**src/rtl/core/gsrp_pkg.sv**
```systemverilog
// ----------------------------------------------------------------------------
// gsrp_pkg
// Types and constants shared by the general status reply parser modules.
// ----------------------------------------------------------------------------
package gsrp_pkg;

  typedef struct packed {
    logic [7:0] ch;
    logic       end_marker;
  } in_t;

  typedef struct packed {
    logic [4:0]  field_index;
    logic [15:0] value;
    logic        done_res;
    logic [1:0]  status;
    logic        last_of_run;
  } out_t;

  typedef enum logic [2:0] {
    K_X10  = 3'd0,
    K_X100 = 3'd1,
    K_U16  = 3'd2,
    K_U8   = 3'd3,
    K_B8   = 3'd4,
    K_B3   = 3'd5,
    K_NONE = 3'd6
  } kind_e;

  typedef struct packed {
    logic [4:0]  idx;
    kind_e       kind;
    logic [15:0] acc;
    logic        sat;
    logic        neg;
    logic [6:0]  frac;
    logic [7:0]  bits;
  } tok_t;

  typedef struct packed {
    logic       has_field;
    tok_t       tok;
    logic       has_status;
    logic [1:0] status;
  } entry_t;

  localparam int NUM_FIELDS = 24;
  localparam int MIN_FIELDS = 20;
  localparam int QDEPTH     = 4;
  localparam int QAW        = 2;

  localparam logic [1:0] ST_OK       = 2'd0;
  localparam logic [1:0] ST_NO_PAREN = 2'd1;
  localparam logic [1:0] ST_FEW      = 2'd2;

  localparam logic [7:0] CH_LPAREN = 8'h28;
  localparam logic [7:0] CH_SPACE  = 8'h20;
  localparam logic [7:0] CH_DOT    = 8'h2E;
  localparam logic [7:0] CH_ONE    = 8'h31;
  localparam logic [7:0] CH_PLUS   = 8'h2B;
  localparam logic [7:0] CH_MINUS  = 8'h2D;
  localparam logic [7:0] CH_ZERO   = 8'h30;
  localparam logic [7:0] CH_NINE   = 8'h39;
  localparam logic [7:0] CH_TAB    = 8'h09;
  localparam logic [7:0] CH_CR     = 8'h0D;

  function automatic kind_e kind_of(input logic [4:0] idx);
    kind_e k;
    case (idx)
      5'd0, 5'd1, 5'd2, 5'd3, 5'd12, 5'd13:                 k = K_X10;
      5'd8, 5'd14:                                          k = K_X100;
      5'd4, 5'd5, 5'd7, 5'd9, 5'd11, 5'd15, 5'd17, 5'd19,
      5'd23:                                                k = K_U16;
      5'd6, 5'd10, 5'd18, 5'd21, 5'd22:                     k = K_U8;
      5'd16:                                                k = K_B8;
      5'd20:                                                k = K_B3;
      default:                                              k = K_NONE;
    endcase
    return k;
  endfunction

endpackage

```
**src/rtl/core/gsrp_front.sv**
```systemverilog
// ----------------------------------------------------------------------------
// gsrp_front
// Accepts reply characters, tracks header and token state, and queues one
// entry for every item that causes results.
// ----------------------------------------------------------------------------
module gsrp_front #(
  parameter int MAX_TOKEN_CHARS = 15
) (
  input  logic            clk_i,
  input  logic            rst_ni,
  input  logic            in_valid_i,
  output logic            in_stall_o,
  input  gsrp_pkg::in_t   in_item_i,
  input  logic            q_full_i,
  output logic            push_o,
  output gsrp_pkg::entry_t entry_o
);
  import gsrp_pkg::*;

  localparam int LW = $clog2(MAX_TOKEN_CHARS + 1);

  localparam logic [1:0] HP_WAIT = 2'd0;
  localparam logic [1:0] HP_BODY = 2'd1;
  localparam logic [1:0] HP_BAD  = 2'd2;

  localparam logic [2:0] SP_INT   = 3'd0;
  localparam logic [2:0] SP_PLUS  = 3'd1;
  localparam logic [2:0] SP_MINUS = 3'd2;
  localparam logic [2:0] SP_POS   = 3'd3;
  localparam logic [2:0] SP_NEG   = 3'd4;
  localparam logic [2:0] SP_FRAC1 = 3'd5;
  localparam logic [2:0] SP_FRAC2 = 3'd6;
  localparam logic [2:0] SP_DEAD  = 3'd7;

  logic [1:0]    hdr_q, hdr_d;
  logic [4:0]    cnt_q, cnt_d;
  logic [LW-1:0] len_q, len_d;
  logic [31:0]   acc_q, acc_d;
  logic          sat_q, sat_d;
  logic [6:0]    frac_q, frac_d;
  logic [2:0]    sp_q, sp_d;
  logic [7:0]    bits_q, bits_d;

  logic [31:0]   acc_n;
  logic          sat_n;
  logic [6:0]    frac_n;
  logic [2:0]    sp_n;
  logic [7:0]    bits_n;
  logic [LW-1:0] len_n;

  logic          accept;
  logic          dig;
  logic [3:0]    dval;
  logic [35:0]   prod;
  logic [6:0]    dten;
  kind_e         kind;
  logic          room;
  logic          fin;
  logic          use_fed;
  logic [4:0]    cnt_fin;
  logic [2:0]    sp_rec;

  assign accept = in_valid_i && !q_full_i;
  assign in_stall_o = q_full_i;
  assign kind = kind_of(cnt_q);
  assign room = (cnt_q < 5'(NUM_FIELDS));
  assign dig = (in_item_i.ch >= CH_ZERO) && (in_item_i.ch <= CH_NINE);
  assign dval = dig ? in_item_i.ch[3:0] : 4'd0;
  assign prod = ({4'd0, acc_q} << 3) + ({4'd0, acc_q} << 1) + {32'd0, dval};
  assign dten = ({3'd0, dval} << 3) + ({3'd0, dval} << 1);
  assign len_n = len_q + LW'(1);

  always_comb begin
    acc_n = acc_q;
    sat_n = sat_q;
    frac_n = frac_q;
    sp_n = sp_q;
    bits_n = bits_q;
    case (kind)
      K_X10, K_X100: begin
        case (sp_q)
          SP_INT: begin
            if (dig) begin
              acc_n = prod[31:0];
            end else begin
              sp_n = (in_item_i.ch == CH_DOT) ? SP_FRAC1 : SP_DEAD;
            end
          end
          SP_FRAC1: begin
            if (dig) begin
              frac_n = dten;
              sp_n = SP_FRAC2;
            end else begin
              sp_n = SP_DEAD;
            end
          end
          SP_FRAC2: begin
            if (dig) begin
              frac_n = frac_q + {3'd0, dval};
            end
            sp_n = SP_DEAD;
          end
          default: begin
          end
        endcase
      end
      K_U16, K_U8: begin
        case (sp_q)
          SP_INT: begin
            if (in_item_i.ch >= CH_TAB && in_item_i.ch <= CH_CR) begin
              sp_n = SP_INT;
            end else if (in_item_i.ch == CH_PLUS) begin
              sp_n = SP_PLUS;
            end else if (in_item_i.ch == CH_MINUS) begin
              sp_n = SP_MINUS;
            end else if (dig) begin
              acc_n = prod[31:0];
              sat_n = sat_q || (prod[35:32] != 4'd0);
              sp_n = SP_POS;
            end else begin
              sp_n = SP_DEAD;
            end
          end
          SP_PLUS, SP_MINUS: begin
            if (dig) begin
              acc_n = prod[31:0];
              sat_n = sat_q || (prod[35:32] != 4'd0);
              sp_n = (sp_q == SP_MINUS) ? SP_NEG : SP_POS;
            end else begin
              sp_n = SP_DEAD;
            end
          end
          SP_POS, SP_NEG: begin
            if (dig) begin
              acc_n = prod[31:0];
              sat_n = sat_q || (prod[35:32] != 4'd0);
            end else begin
              sp_n = SP_DEAD;
            end
          end
          default: begin
          end
        endcase
      end
      K_B8, K_B3: begin
        if (({{(32-LW){1'b0}}, len_q} < 32'd8) && (in_item_i.ch == CH_ONE)) begin
          bits_n[len_q[2:0]] = 1'b1;
        end
      end
      default: begin
      end
    endcase
  end

  always_comb begin
    hdr_d = hdr_q;
    cnt_d = cnt_q;
    len_d = len_q;
    acc_d = acc_q;
    sat_d = sat_q;
    frac_d = frac_q;
    sp_d = sp_q;
    bits_d = bits_q;
    fin = 1'b0;
    use_fed = 1'b0;
    push_o = 1'b0;
    cnt_fin = cnt_q + (room ? 5'd1 : 5'd0);

    if (in_item_i.end_marker) begin
      fin = (hdr_q == HP_BODY) && (len_q != '0);
      push_o = accept;
    end else if (hdr_q == HP_BODY && in_item_i.ch != CH_SPACE) begin
      use_fed = 1'b1;
      fin = (len_n >= LW'(MAX_TOKEN_CHARS));
      push_o = accept && fin && room;
    end else if (hdr_q == HP_BODY) begin
      fin = (len_q != '0);
      push_o = accept && fin && room;
    end

    if (accept) begin
      if (in_item_i.end_marker) begin
        hdr_d = HP_WAIT;
        cnt_d = '0;
        len_d = '0;
        acc_d = '0;
        sat_d = 1'b0;
        frac_d = '0;
        sp_d = SP_INT;
        bits_d = '0;
      end else if (hdr_q == HP_WAIT) begin
        hdr_d = (in_item_i.ch == CH_LPAREN) ? HP_BODY : HP_BAD;
      end else if (hdr_q == HP_BODY) begin
        if (fin) begin
          cnt_d = cnt_fin;
          len_d = '0;
          acc_d = '0;
          sat_d = 1'b0;
          frac_d = '0;
          sp_d = SP_INT;
          bits_d = '0;
        end else if (use_fed) begin
          len_d = len_n;
          acc_d = acc_n;
          sat_d = sat_n;
          frac_d = frac_n;
          sp_d = sp_n;
          bits_d = bits_n;
        end
      end
    end
  end

  assign sp_rec = use_fed ? sp_n : sp_q;

  always_comb begin
    entry_o.has_field = fin && room;
    entry_o.tok.idx = cnt_q;
    entry_o.tok.kind = kind;
    entry_o.tok.acc = use_fed ? acc_n[15:0] : acc_q[15:0];
    entry_o.tok.sat = use_fed ? sat_n : sat_q;
    entry_o.tok.neg = (sp_rec == SP_NEG);
    entry_o.tok.frac = use_fed ? frac_n : frac_q;
    entry_o.tok.bits = use_fed ? bits_n : bits_q;
    entry_o.has_status = in_item_i.end_marker;
    if (hdr_q != HP_BODY) begin
      entry_o.status = ST_NO_PAREN;
    end else if ((fin ? cnt_fin : cnt_q) < 5'(MIN_FIELDS)) begin
      entry_o.status = ST_FEW;
    end else begin
      entry_o.status = ST_OK;
    end
  end

  always_ff @(posedge clk_i or negedge rst_ni) begin
    if (!rst_ni) begin
      hdr_q <= HP_WAIT;
      cnt_q <= '0;
      len_q <= '0;
      acc_q <= '0;
      sat_q <= 1'b0;
      frac_q <= '0;
      sp_q <= SP_INT;
      bits_q <= '0;
    end else begin
      hdr_q <= hdr_d;
      cnt_q <= cnt_d;
      len_q <= len_d;
      acc_q <= acc_d;
      sat_q <= sat_d;
      frac_q <= frac_d;
      sp_q <= sp_d;
      bits_q <= bits_d;
    end
  end

endmodule

```
**src/rtl/core/gsrp_fifo.sv**
```systemverilog
// ----------------------------------------------------------------------------
// gsrp_fifo
// Short queue of result entries between the front and the back.
// ----------------------------------------------------------------------------
module gsrp_fifo (
  input  logic             clk_i,
  input  logic             rst_ni,
  input  logic             push_i,
  input  gsrp_pkg::entry_t entry_i,
  output logic             full_o,
  input  logic             pop_i,
  output logic             empty_o,
  output gsrp_pkg::entry_t head_o
);
  import gsrp_pkg::*;

  entry_t           mem_q [QDEPTH];
  logic [QAW-1:0]   wptr_q, rptr_q;
  logic [QAW:0]     cnt_q;
  logic             do_pop;

  assign full_o = (cnt_q == (QAW+1)'(QDEPTH));
  assign empty_o = (cnt_q == '0);
  assign head_o = mem_q[rptr_q];
  assign do_pop = pop_i && !empty_o;

  always_ff @(posedge clk_i) begin
    if (push_i) begin
      mem_q[wptr_q] <= entry_i;
    end
  end

  always_ff @(posedge clk_i or negedge rst_ni) begin
    if (!rst_ni) begin
      wptr_q <= '0;
      rptr_q <= '0;
      cnt_q <= '0;
    end else begin
      if (push_i) begin
        wptr_q <= wptr_q + QAW'(1);
      end
      if (do_pop) begin
        rptr_q <= rptr_q + QAW'(1);
      end
      cnt_q <= cnt_q + (push_i ? (QAW+1)'(1) : '0) - (do_pop ? (QAW+1)'(1) : '0);
    end
  end

  assert property (@(posedge clk_i) disable iff (!rst_ni) push_i |-> !full_o)
    else $error("Push into a full queue.");
  assert property (@(posedge clk_i) disable iff (!rst_ni) pop_i |-> !empty_o)
    else $error("Pop from an empty queue.");
  assert property (@(posedge clk_i) disable iff (!rst_ni)
    (push_i && !do_pop) |=> (cnt_q == $past(cnt_q) + (QAW+1)'(1)))
    else $error("Queue count did not follow a push.");

endmodule

```
**src/rtl/core/gsrp_back.sv**
```systemverilog
// ----------------------------------------------------------------------------
// gsrp_back
// Converts queued tokens to field values and sends field and status results
// through an output register.
// ----------------------------------------------------------------------------
module gsrp_back (
  input  logic             clk_i,
  input  logic             rst_ni,
  input  logic             empty_i,
  input  gsrp_pkg::entry_t head_i,
  output logic             pop_o,
  output logic             out_valid_o,
  input  logic             out_stall_i,
  output gsrp_pkg::out_t   out_item_o
);
  import gsrp_pkg::*;

  logic        out_valid_q, out_valid_d;
  out_t        out_q, out_d;
  logic        sent_q, sent_d;
  logic        load;
  logic [14:0] frac_scaled;
  logic [3:0]  frac_hi;
  logic [15:0] conv;
  logic [15:0] sval;

  assign load = !out_valid_q || !out_stall_i;
  assign frac_scaled = {8'd0, head_i.tok.frac} * 15'd205;
  assign frac_hi = frac_scaled[14:11];

  always_comb begin
    if (head_i.tok.sat) begin
      sval = 16'hFFFF;
    end else if (head_i.tok.neg) begin
      sval = 16'd0 - head_i.tok.acc;
    end else begin
      sval = head_i.tok.acc;
    end
    case (head_i.tok.kind)
      K_X10:   conv = head_i.tok.acc * 16'd10 + {12'd0, frac_hi};
      K_X100:  conv = head_i.tok.acc * 16'd100 + {9'd0, head_i.tok.frac};
      K_U16:   conv = sval;
      K_U8:    conv = {8'd0, sval[7:0]};
      K_B8:    conv = {8'd0, head_i.tok.bits};
      K_B3:    conv = {13'd0, head_i.tok.bits[2:0]};
      default: conv = '0;
    endcase
  end

  always_comb begin
    out_valid_d = out_valid_q;
    out_d = out_q;
    sent_d = sent_q;
    pop_o = 1'b0;
    if (load) begin
      out_valid_d = !empty_i;
      if (!empty_i) begin
        if (head_i.has_field && !sent_q) begin
          out_d.field_index = head_i.tok.idx;
          out_d.value = conv;
          out_d.done_res = 1'b0;
          out_d.status = ST_OK;
          out_d.last_of_run = !head_i.has_status;
          pop_o = !head_i.has_status;
          sent_d = head_i.has_status;
        end else begin
          out_d.field_index = '0;
          out_d.value = '0;
          out_d.done_res = 1'b1;
          out_d.status = head_i.status;
          out_d.last_of_run = 1'b1;
          pop_o = 1'b1;
          sent_d = 1'b0;
        end
      end
    end
  end

  always_ff @(posedge clk_i) begin
    out_q <= out_d;
  end

  always_ff @(posedge clk_i or negedge rst_ni) begin
    if (!rst_ni) begin
      out_valid_q <= 1'b0;
      sent_q <= 1'b0;
    end else begin
      out_valid_q <= out_valid_d;
      sent_q <= sent_d;
    end
  end

  assign out_valid_o = out_valid_q;
  assign out_item_o = out_q;

  assert property (@(posedge clk_i) disable iff (!rst_ni)
    (out_valid_q && !out_stall_i && !out_q.last_of_run) |=>
      (out_valid_q && out_q.done_res))
    else $error("Field result not followed at once by its status result.");
  assert property (@(posedge clk_i) disable iff (!rst_ni)
    (out_valid_q && out_q.done_res) |->
      (out_q.last_of_run && out_q.value == '0 && out_q.field_index == '0))
    else $error("Malformed status result.");
  assert property (@(posedge clk_i) disable iff (!rst_ni)
    (out_valid_q && !out_q.done_res) |->
      (out_q.status == ST_OK && out_q.field_index < 5'(NUM_FIELDS)))
    else $error("Malformed field result.");

endmodule

```
**src/rtl/core/general_status_reply_parser.sv**
```systemverilog
// ----------------------------------------------------------------------------
// general_status_reply_parser
// Streaming parser for an inverter general status reply, one character per
// item, giving one result per converted field and a status at the end.
// ----------------------------------------------------------------------------
// Throughput: one character per cycle unless a full queue stalls the input;
// an end item that closes a token gives two results, its field result and
// then its status result, both through the single output register.
// A four-entry queue between the parse front and the conversion back absorbs
// output stalls. Reset clears all parse state and empties the queue.
module general_status_reply_parser #(
  parameter int MAX_TOKEN_CHARS = 15
) (
  input  logic           clk_i,
  input  logic           rst_ni,
  input  logic           in_valid_i,
  output logic           in_stall_o,
  input  gsrp_pkg::in_t  in_item_i,
  output logic           out_valid_o,
  input  logic           out_stall_i,
  output gsrp_pkg::out_t out_item_o
);
  import gsrp_pkg::*;

  logic   q_full;
  logic   q_empty;
  logic   push;
  logic   pop;
  entry_t entry;
  entry_t head;

  gsrp_front #(
    .MAX_TOKEN_CHARS(MAX_TOKEN_CHARS)
  ) u_front (
    .clk_i     (clk_i),
    .rst_ni    (rst_ni),
    .in_valid_i(in_valid_i),
    .in_stall_o(in_stall_o),
    .in_item_i (in_item_i),
    .q_full_i  (q_full),
    .push_o    (push),
    .entry_o   (entry)
  );

  gsrp_fifo u_fifo (
    .clk_i  (clk_i),
    .rst_ni (rst_ni),
    .push_i (push),
    .entry_i(entry),
    .full_o (q_full),
    .pop_i  (pop),
    .empty_o(q_empty),
    .head_o (head)
  );

  gsrp_back u_back (
    .clk_i      (clk_i),
    .rst_ni     (rst_ni),
    .empty_i    (q_empty),
    .head_i     (head),
    .pop_o      (pop),
    .out_valid_o(out_valid_o),
    .out_stall_i(out_stall_i),
    .out_item_o (out_item_o)
  );

endmodule

```
**config.mk**
```make
export PLATFORM = sky130hd
export DESIGN_NAME = general_status_reply_parser
export DESIGN_NICKNAME = d
export VERILOG_FILES = /design/src/rtl/core/gsrp_pkg.sv /design/src/rtl/core/gsrp_front.sv /design/src/rtl/core/gsrp_fifo.sv /design/src/rtl/core/gsrp_back.sv /design/src/rtl/core/general_status_reply_parser.sv
export SDC_FILE = /design/constraint.sdc
export NUM_CORES = 1
export LEC_CHECK = 0
export BUFFER_PORTS_ARGS = -buffer_cell sky130_fd_sc_hd__buf_2
export CELL_PAD_IN_SITES_DETAIL_PLACEMENT = 1
export CELL_PAD_IN_SITES_GLOBAL_PLACEMENT = 1
export CORE_UTILIZATION = 47
export DETAILED_ROUTE_END_ITERATION = 10
export GPL_ROUTABILITY_DRIVEN = 0
export PLACE_DENSITY = 0.78
export SKIP_LAST_GASP = 1
export SYNTH_ARGS = -nofsm -noshare
export SYNTH_HDL_FRONTEND = slang
export SYNTH_SLANG_ARGS = --single-unit
```
**constraint.sdc**
```tcl
create_clock -name clk_i -period 7.5 [get_ports clk_i]
set_input_delay 1.125 -clock clk_i [delete_from_list [all_inputs] [get_ports clk_i]]
set_output_delay 1.125 -clock clk_i [all_outputs]
set_load 0.01 [all_outputs]
```
# After elaboration in Yosys (flattened, before gate mapping)

Memory sizes are Yosys's and may differ from the RTL's.
Index checks and enable logic that the tools add are counted.

Logic and storage cells: 221
Bits in latches: 0
Memory bits (writable): 180
Input bits: 13
Bits in read-only memories: 96
Bits in registers: 96
Memories: 2

Memories:

| name            | words | bits a word | read ports | clocked after memory_dff | wr ports | RTL line        | RTL |
|---|---|---|---|---|---|---|---|
| u_fifo.mem_q    | 4     | 45          | 1          | 0                        | 1        | gsrp_fifo.sv:17 | `entry_t mem_q [QDEPTH];` |
| (no name shown) | 32    | 3           | 1          | 0                        | 0        | gsrp_pkg.sv:69  | `case (idx)` |

Add/sub/neg operators: 13
Div/mod/pow operators: 0
Mux-type cells: 96
Bitwise operators: 2
Eq/ne operators: 32
Magnitude comparators: 10
Shifts and indexed selects: 0
$mul: 3
Reductions and logical operators: 44

Operator list:

| kind                                                | number |
|---|---|
| 2-to-1 mux 32 bit                                   | 10 |
| case mux 32 bit (2 select lines)                    | 2 |
| case mux 16 bit (6 select lines)                    | 1 |
| 2-to-1 mux 7 bit                                    | 8 |
| 2-to-1 mux 8 bit                                    | 7 |
| 2-to-1 mux 16 bit                                   | 3 |
| equality test 8 x 6 -> 1 bit, second input constant | 5 |
| 2-to-1 mux 3 bit                                    | 13 |
| adder 35 x 33 -> 36 bit                             | 1 |
| adder 36 x 4 -> 36 bit                              | 1 |
| 2-to-1 mux 1 bit                                    | 29 |
| 2-to-1 mux 4 bit                                    | 7 |
| equality test 3 bit, second input constant          | 9 |
| 2-to-1 mux 5 bit                                    | 4 |
| != test 5 x 4 -> 1 bit, second input constant       | 4 |
| equality test 3 x 2 -> 1 bit, second input constant | 6 |
| case mux 3 bit (3 select lines)                     | 2 |
| adder 16 x 4 -> 16 bit                              | 1 |
| adder 16 x 7 -> 16 bit                              | 1 |
| multiplier 16 x 3 -> 15 bit, second input constant  | 1 |
| multiplier 16 x 5 -> 14 bit, second input constant  | 1 |
| subtractor 1 x 16 -> 16 bit, first input constant   | 1 |
| multiplier 7 x 8 -> 15 bit, second input constant   | 1 |
| logical AND 1 bit                                   | 14 |
| 42 further kinds                                    | 68 |

# Longest topological paths before layout

Gate-level depths: netlist of run 1.

Depth in word-level cells: 17
Mapped depth: 31
Mapped depth without buffers: 25

# Modules after synthesis

From an unflattened synthesis of run 1, not the netlist that was laid out.

Cells, all modules: 1,559
Area, all modules: 17,897.2 um2

By module, submodules not included:

| module     | cells an instance | area an instance (um2) | instances |
|---|---|---|---|
| gsrp_fifo  | 271               | 6,920.4                | 1 |
| gsrp_front | 717               | 6,037.0                | 1 |
| gsrp_back  | 571               | 4,939.7                | 1 |

# Worst setup path before layout of run 1

OpenSTA, ideal clock, no wires.

Path type: register -> register
Start point: reg u_fifo.rptr_q[0]
End point: reg u_back.out_q, in the netlist u_back.out_item_o[19], data pin
Data required time: 7.238 ns
Slack: 0.089 ns
Path buffers: 6
Setup time: 0.262 ns
Stages on the path, launching flop included: 32
Arrival: 7.148 ns
Cell sequence: dfrtp_1 -> buf_6 -> buf_6 -> buf_4 -> buf_4 -> buf_2 -> buf_4 -> mux4_2 -> ha_1 -> ha_1 -> inv_1 -> fa_1 -> inv_1 -> fa_1 -> ha_1 -> a31o_1 -> a21oi_1 -> o21ai_1 -> and2_4 -> nor2_1 -> xnor2_1 -> ha_1 -> inv_1 -> fa_1 -> nor2b_1 -> o21ai_0 -> or3_1 -> or3_4 -> nor4b_4 -> xnor3_1 -> nand2_1 -> a31oi_1

Word-level cells in the longest chain between the ends: 5

Ends and longest elaborated chain:

| item                                                                                | RTL line        | RTL |
|---|---|---|
| start: declaration                                                                  | gsrp_fifo.sv:18 | `logic [QAW-1:0] wptr_q, rptr_q;` |
| start signal: assignment                                                            | gsrp_fifo.sv:43 | `rptr_q <= rptr_q + QAW'(1);` |
| memory (4 x 45 bit) (*)                                                             | -               |  |
| parallel branches: the longest is 4 deep, another holds multiplier 16 x 5 -> 14 bit | -               |  |
| end signal: assignment                                                              | gsrp_back.sv:80 | `out_q <= out_d;` |
| end: declaration                                                                    | gsrp_back.sv:19 | `out_t out_q, out_d;` |

Every way passes the cells marked *.
A chain may end at the register's enable or synchronous reset.

# Worst setup path in the final report of run 1

Same ends and word-level chain as after synthesis.

==> results.tsv, run 1 <==
metric	value	unit
outcome	completed	
met2 WL	22700	um
Least-Margin Pin Slew	1.03	ns
syn_nets	1803	
CP max stage cell	mux4_2	
Buf+Inv Stages, Crit Path	3	
Worst Setup Start Kind	flop	
Tmin final	6.84	ns
Detail Route Antenna Nets	0	
WP data arrival	7.14	ns
drt drc	0	
vias in the first global route	13529	
asr flop ratio synth	0.257	
routed length on met1	19800	um
area leader, netlist	edfxtp_1	
clk buf depth	3	
initial antenna violation count	0	
Pins Over Slew Limit	0	
placement row count	70	
mapped cell area	0.0178	sq mm
CTS tree	yes	
Post-synth top cells	edfxtp_1 (205), ha_1 (183), nand2_1 (116)	
WHS Endpoint	u_front.bits_q[5]	
RSZ-0062 raised after global routing	no	
f_max	146	MHz
first-pass iteration count of the detailed router	5	
Layout area overhead	10.0	%
final setup fails	0	
Root Buffer	clkbuf_16	
Crit Reg-Reg Startpoint	u_fifo.rptr_q[0]	
EDFF count, synth	205	
initial core utilization	0.483	
Post-Syn Area per Cell	11.3	sq um
IO buf count	39	
type of the worst setup path	flop to flop	
r2r setup slk	0.66	ns
Ys Warns	0	
GRT Overall Usage	0.245	
final worst slack	0.663	ns
die footprint	0.0387	sq mm
Worst setup EP type	flop	
Area contributors post-synth	edfxtp_1 (35%), ha_1 (13%), dfrtp_1 (10%)	
WHS Path Cells	2	
layout cells sized above 1	0.122	
Final HPWL DP	33400	um
CTS Hold Buffers Added	0	
setup_tns	0	ns
largest net degree at the start of global routing	72	
DP Worst Slack	0.692	ns
antenna cells	0	
met3 WL	2210	um
FF+latch count, synth	276	
DR WL/cell	21.5	um
CP Max Fanout	7	
WP data required	7.80	ns
Worst-path clk slew	0.06	ns
Setup Fix Bufs, Post-CTS	0	
Most common cell on crit path	ha_1	
core region area	0.0370	sq mm
crit share post-route	0.912	
top sig layer	met4	
vias	12624	
CTS buffer count	31	
top-area cell type share of the netlist area	0.345	
hold_ws	0.501	ns
total grt overflow	0	
worst hold path type	flop to flop	
Synth cell types	93	
hold_sp	u_front.bits_q[5]	
Slowest Stage Delay on Critical Path	0.65	ns
max cap viols	0	
# IOs	40	
Die Span Y	197	um
Clock Latency Late Sink	0.58	ns
Worst slew margin	0.311	
global-route wire length before repair	74100	um
chip width	197	um
CTS sink count	276	
post-CTS sizing	0	
Post-Route Skew	0.0243	ns
H-tree levels	1	
r2r endpoint	u_back.out_item_o[19]	
final WL	46000	um
reg2reg path depth	25	
Fin. Hold Viols	0	
CP top delay family	adder cells	
detailed-route vias per instance	5.90	
Fillers	3985	
most frequent cell after synthesis	edfxtp_1	
final net count	1830	
register area share after synthesis	0.445	
initial drt markers	626	
synthesized instance count	1585	
Post-synth top flop	edfxtp_1	
-- routing by layer --
layer,vias to the layer above,track usage
met2,283,0.426
met1,6331,0.317
met3,91,0.0356
met4,0,0.0724
li1,5919,-
met5,-,0
-- tightest hold or removal path, delay by kind of cell (launching register included) --
kind	cells	cell delay, ns
AOI/OAI and AO/OA	1	0.04
DFF	1	0.35
and+or+nand+nor	1	0.07
-- registers in the layout (all words and copies together) (netlist names), 2 cells and up --
signal,count
u_fifo.wptr_q,2
u_fifo.cnt_q,3
u_fifo.mem_q,180
u_front.bits_q,8
u_front.acc_q,32
u_front.sp_q,3
u_front.frac_q,7
u_front.hdr_q,2
u_front.cnt_q,5
u_front.len_q,4
u_back.out_item_o,25
u_fifo.rptr_q,2
-- worst max-delay path by stage --
stage	from	endpoint	slack (ns)	depth (start not counted)
finish	u_fifo.rptr_q[0]	u_back.out_item_o[19]	0.66	25
global placement	u_fifo.rptr_q[0]	u_back.out_item_o[19]	0.88	25
floorplan	u_fifo.rptr_q[0]	u_back.out_item_o[19]	0.09	31
CTS	u_fifo.rptr_q[0]	u_back.out_item_o[19]	0.66	25
detailed placement	u_fifo.rptr_q[0]	u_back.out_item_o[19]	0.69	25
global route	u_fifo.rptr_q[0]	u_back.out_item_o[19]	0.36	25
-- placed cells by master (no fill, tap or decap), drive strengths merged, types with 10 or more instances in the layout --
cell type    n
mux2        14
nand2b      12
nand4       12
inv        104
mux2i       10
nor3        25
clkbuf      38
and2        18
a31oi       22
o21a        13
a21o        34
edfxtp     205
o31ai       10
nand3       25
mux4        43
nand2      117
a211oi      10
fa          22
nor2       113
o21ai      107
xnor2       55
a21oi       94
a22o        17
buf         52
dfrtp       71
ha         183
xor2        40
nor2b       30
-- cell families (layout without fill, tap and decap cells) --
logic type | count (synthesis) | after routing | synth area share
compound gates | 381 | 381 | 0.137
xor+xnor | 96 | 96 | 0.0483
fa+ha+maj | 206 | 206 | 0.154
buf+inv | 156 | 207 | 0.0357
flops | 276 | 276 | 0.445
mux | 67 | 67 | 0.0687
simple gates | 403 | 403 | 0.112
-- per-stage QoR --
| stage | cell area, sq um | utilization | std cells |
|---|---|---|---|
| after global placement | 18500 | 0.501 | 2083 |
| after global routing | 19600 | 0.531 | 2140 |
| after floorplan | 17800 | - | 1585 |
| after detailed placement | 18500 | 0.501 | 2083 |
| final | 19600 | 0.531 | 2140 |
| after CTS | 19600 | 0.531 | 2140 |
-- area by class of cell --
cell class | instances | area, sq um | area share
clock inverter | 19 | 274 | 0.0140
inverter | 98 | 368 | 0.0187
sequential | 276 | 7940 | 0.404
clock buffer | 38 | 842 | 0.0429
tap | 504 | 631 | 0.0321
multi-input combinational | 1153 | 9290 | 0.473
timing repair buffer | 52 | 295 | 0.0150
Power of run 1 is not shown: default switching activity piles up to over one toggle a cycle in this logic, so the estimate is an artifact.
==> inputs of run 2 (changes only) <==
--- a/config.mk
+++ b/config.mk
@@ -11,6 +11,7 @@
 export CORE_UTILIZATION = 47
 export DETAILED_ROUTE_END_ITERATION = 10
 export GPL_ROUTABILITY_DRIVEN = 0
+export MAX_ROUTING_LAYER = met4
 export PLACE_DENSITY = 0.78
 export SKIP_LAST_GASP = 1
 export SYNTH_ARGS = -nofsm -noshare
==> results.tsv, run 2 (synthesized netlist as in run 1, its figures left out) <==
metric	value	unit	change
CTS sink count	276		unchanged
Worst setup EP type	flop		unchanged
Setup Fix Bufs, Post-CTS	0		unchanged
Detail Route Antenna Nets	0		unchanged
CTS tree	yes		unchanged
Fin. Hold Viols	0		unchanged
Final HPWL DP	33400	um	unchanged
crit share post-route	0.911		was 0.912
most frequent cells in the layout	edfxtp_1 (205), ha_1 (183), nand2_1 (116)		unchanged
RSZ-0062 raised after global routing	no		unchanged
Pins Over Slew Limit	0		unchanged
final instance area	0.0196	sq mm	unchanged
Post-Route Skew	0.0267	ns	was 0.0243 ns
GRT Overall Usage	0.252		was 0.245
Largest Register	u_fifo.mem_q		unchanged
final net count	1830		unchanged
core region area	0.0370	sq mm	unchanged
IO buf count	39		unchanged
type of the worst setup path	flop to flop		unchanged
placed cells	2083		unchanged
initial drt markers	634		was 626
first-pass iteration count of the detailed router	5		unchanged
CTS buffer count	31		unchanged
f_max	146	MHz	about the same
initial core utilization	0.483		unchanged
Die Span Y	197	um	unchanged
final WL	46100	um	was 46000 um
Worst slew margin	0.312		was 0.311
Layout Cells excl Fill	2140		unchanged
placement row count	70		unchanged
post-CTS sizing	0		unchanged
Layout area overhead	10.0	%	unchanged
vias	12663		was 12.6k
CP Max Fanout	7		unchanged
layout cells sized above 1	0.122		unchanged
Worst-path clk slew	0.06	ns	about the same
max reg flops	180		unchanged
Clock Latency Late Sink	0.58	ns	about the same
vias in the first global route	13525		about the same
detailed-route vias per instance	5.92		was 5.90
drt drc	0		unchanged
final setup fails	0		unchanged
worst hold path type	flop to flop		unchanged
antenna cells	0		unchanged
total grt overflow	0		unchanged
commonest non-fill, non-tap cell in the layout	edfxtp_1		unchanged
WP data arrival	7.13	ns	was 7.14 ns
setup_tns	0	ns	unchanged
max cap viols	0		unchanged
reg2reg path depth	25		unchanged
chip width	197	um	unchanged
Least-Margin Pin Slew	1.03	ns	about the same
die footprint	0.0387	sq mm	unchanged
WP data required	7.80	ns	about the same
initial antenna violation count	0		unchanged
WHS Path Cells	2		unchanged
CTS Hold Buffers Added	0		unchanged
outcome	completed		unchanged
Worst Setup Start Kind	flop		unchanged
Root Buffer	clkbuf_16		unchanged
H-tree levels	1		unchanged
Tmin final	6.83	ns	was 6.84 ns
largest net degree at the start of global routing	72		unchanged
DR WL/cell	21.5	um	about the same
# IOs	40		unchanged
placed cell areas	0.0185	sq mm	unchanged
clk buf depth	3		unchanged
global-route wire length before repair	74100	um	about the same
## run 2: area by class of cell
cell class,instances,area (sq um)
clock buffer,38,842
clock inverter,19,274
multi-input combinational,1153,9290
fill,3985,17300
inverter,98,368
tap,504,631
timing repair buffer,52,295
sequential,276,7940
## run 2: per-layer routing
metal,vias to the layer above,part of all wire,GRT usage
met5,-,0,-
met2,277,0.50,0.426
met1,6376,0.43,0.316
met3,92,0.043,0.0356
li1,5918,-,-
met4,0,0.026,0.0724
## run 2: path summary, 6_finish.rpt
path,from,endpoint,slack [ns]
max reg2reg,u_fifo.rptr_q[0],u_back.out_item_o[19],0.67
max in group asynchronous,rst_ni,u_fifo.rptr_q[1],6.03
min,u_front.bits_q[5],u_front.bits_q[5],0.50
max,u_fifo.rptr_q[0],u_back.out_item_o[19],0.67
min reg2reg,u_front.bits_q[5],u_front.bits_q[5],0.50
min in group asynchronous,rst_ni,u_back.out_valid_o,0.71
## run 2: worst max-delay path, cell delays in order, from the launching register on
cell and delay (ns):
dfrtp_2 0.49, mux4_2 0.65, ha_1 0.39, ha_1 0.33
inv_1 0.06, fa_1 0.38, inv_1 0.08, fa_1 0.42
ha_1 0.30, a31o_1 0.18, a21oi_1 0.14, o21ai_1 0.11
and2_4 0.18, nor2_1 0.11, xnor2_1 0.14, ha_1 0.20
inv_1 0.06, fa_1 0.38, nor2b_1 0.17, o21ai_0 0.15
or3_1 0.41, or3_4 0.43, nor4b_4 0.32, xnor3_1 0.35
nand2_1 0.07, a31oi_1 0.06
## run 2: per-stage QoR
stage	worst slack (ns)	hold slack (ns)	utilization
global placement	0.878	0.480	0.501
CTS	0.663	0.501	0.531
detailed placement	0.692	0.486	0.501
floorplan	0.0893	0.464	-
global route	0.362	0.521	0.531
finish	0.670	0.497	0.531
Power of run 2 is left out for the same reason.
==> inputs of run 3 (changes only) <==
--- a/config.mk
+++ b/config.mk
@@ -8,11 +8,11 @@
 export BUFFER_PORTS_ARGS = -buffer_cell sky130_fd_sc_hd__buf_2
 export CELL_PAD_IN_SITES_DETAIL_PLACEMENT = 1
 export CELL_PAD_IN_SITES_GLOBAL_PLACEMENT = 1
-export CORE_UTILIZATION = 47
+export CORE_UTILIZATION = 56
 export DETAILED_ROUTE_END_ITERATION = 10
 export GPL_ROUTABILITY_DRIVEN = 0
 export MAX_ROUTING_LAYER = met4
-export PLACE_DENSITY = 0.78
+export PLACE_DENSITY_LB_ADDON = 0.1
 export SKIP_LAST_GASP = 1
 export SYNTH_ARGS = -nofsm -noshare
 export SYNTH_HDL_FRONTEND = slang
==> constraint.sdc (replaced) <==
create_clock -name clk_i -period 8.6 [get_ports clk_i]
set_input_delay 1.29 -clock clk_i [delete_from_list [all_inputs] [get_ports clk_i]]
set_output_delay 1.29 -clock clk_i [all_outputs]
set_load 0.01 [all_outputs]
==> results.tsv, run 3 (synthesized netlist as in run 1, its figures left out) <==
metric	value	unit	change
RSZ-0062 raised after global routing	no		unchanged
initial drt markers	753		was 634
detailed-route vias per instance	6.33		was 5.92
Worst slew margin	0.252		was 0.312
Detail Route Antenna Nets	0		unchanged
CTS Hold Buffers Added	0		unchanged
Most common cell on crit path	ha_1		unchanged
commonest non-fill, non-tap cell in the layout	edfxtp_1		unchanged
Setup Fix Bufs, Post-CTS	0		unchanged
antenna cells	0		unchanged
Fillers	3188		was 3985
placed cell areas	0.0184	sq mm	was 0.0185 sq mm
Slowest Stage Delay on Critical Path	0.69	ns	was 0.65 ns
Layout area overhead	8.83	%	was 10.0%
Final HPWL DP	33700	um	was 33400 um
layout cells sized above 1	0.119		was 0.122
max cap viols	0		unchanged
Clock Latency Late Sink	0.60	ns	was 0.58 ns
Root Buffer	clkbuf_16		unchanged
f_max	139	MHz	was 146 MHz
initial antenna violation count	0		unchanged
vias	12865		was 12.7k
hold_ws	0.510	ns	was 0.497 ns
Fin. Hold Viols	0		unchanged
CTS buffer count	31		unchanged
CTS sink count	276		unchanged
clk buf depth	3		unchanged
worst hold path type	flop to flop		unchanged
Largest Register	u_fifo.mem_q		unchanged
die footprint	0.0326	sq mm	was 0.0387 sq mm
Pins Over Slew Limit	0		unchanged
WP data required	8.93	ns	was 7.80 ns
CTS tree	yes		unchanged
drt drc	0		unchanged
H-tree levels	1		unchanged
# IOs	40		unchanged
Worst Setup Start Kind	flop		unchanged
core region area	0.0310	sq mm	was 0.0370 sq mm
area of the multi-input gates	0.00929	sq mm	unchanged
FF/Latch Area	0.00794	sq mm	unchanged
placement row count	64		was 70
initial core utilization	0.576		was 0.483
setup_tns	0	ns	unchanged
largest net degree at the start of global routing	58		was 72
Least-Margin Pin Slew	1.12	ns	was 1.03 ns
first-pass iteration count of the detailed router	5		unchanged
DR WL/cell	23.1	um	was 21.5 um
post-CTS sizing	0		unchanged
Finished Core Util	0.627		was 0.531
total grt overflow	0		unchanged
vias in the first global route	13834		was 13.5k
global-route wire length before repair	75600	um	was 74100 um
CP Max Fanout	15		was 7
max reg flops	180		unchanged
crit share post-route	0.834		was 0.911
Worst-path clk slew	0.06	ns	about the same
final net count	1830		unchanged
IO buf count	39		unchanged
CP max stage cell	dfrtp_2		was mux4_2
Worst setup EP type	flop		unchanged
Post-Route Skew	0.0103	ns	was 0.0267 ns
final setup fails	0		unchanged
Die Span Y	180	um	was 197 um
chip width	180	um	was 197 um
WP data arrival	7.50	ns	was 7.13 ns
most frequent cells in the layout	edfxtp_1 (205), ha_1 (183), nand2_1 (116)		unchanged
outcome	completed		unchanged
final instance area	0.0194	sq mm	was 0.0196 sq mm
Tmin final	7.17	ns	was 6.83 ns
type of the worst setup path	flop to flop		unchanged
GRT Overall Usage	0.304		was 0.252
final WL	46900	um	was 46100 um
[run 3: changes by cell type in the layout (fill, tap and decap cells not counted), sizes merged]
cell,previous run,this run
clkinv,7,16
clkbuf,38,34
inv,104,101
bufinv,6,4
clkinvlp,0,1
[run 3: layout make-up]
class | count | area share
Inverter | 98 | 0.0189
Multi-Input combinational cell | 1153 | 0.478
Clock buffer | 34 | 0.0405
Timing Repair Buffer | 52 | 0.0152
Sequential cell | 276 | 0.409
Tap cell | 396 | 0.0255
Clock inverter | 24 | 0.0128
[run 3: per-layer routing]
| layer | GRT usage | part of all wire | wire length [um] |
|---|---|---|---|
| met4 | 0.0961 | 0.033 | 1540 |
| met1 | 0.387 | 0.43 | 20200 |
| met3 | 0.0327 | 0.041 | 1950 |
| met2 | 0.512 | 0.49 | 23200 |
| met5 | - | 0 | 0 |
[run 3: critical path: cells and delay by family, from the launching register on]
| family | cells | cell delay [ns] |
|---|---|---|
| fa+ha+maj | 7 | 2.51 |
| simple gates | 7 | 1.69 |
| flops | 1 | 0.69 |
| compound gates | 5 | 0.66 |
| mux | 1 | 0.66 |
| xor+xnor | 2 | 0.51 |
| buf+inv | 3 | 0.19 |
[run 3: worst paths after layout]
check	from	endpoint	slack [ns]	depth (start not counted)
max in group asynchronous	rst_ni	u_fifo.rptr_q[1]	6.90	2
min in group asynchronous	rst_ni	u_front.acc_q[18]	0.54	1
min reg2reg	u_front.bits_q[7]	u_front.bits_q[7]	0.51	2
max reg2reg	u_fifo.rptr_q[0]	u_back.out_item_o[19]	1.43	25
max	u_fifo.rptr_q[0]	u_back.out_item_o[19]	1.43	25
min	u_front.bits_q[7]	u_front.bits_q[7]	0.51	2
[run 3: stage by stage]
stage,setup WS (ns),instances
final,1.43,2033
after global routing,1.10,2033
after CTS,1.42,2033
after detailed placement,1.48,1975
after global placement,1.72,1975
after floorplan,1.19,1585
Power of run 3 is left out for the same reason.
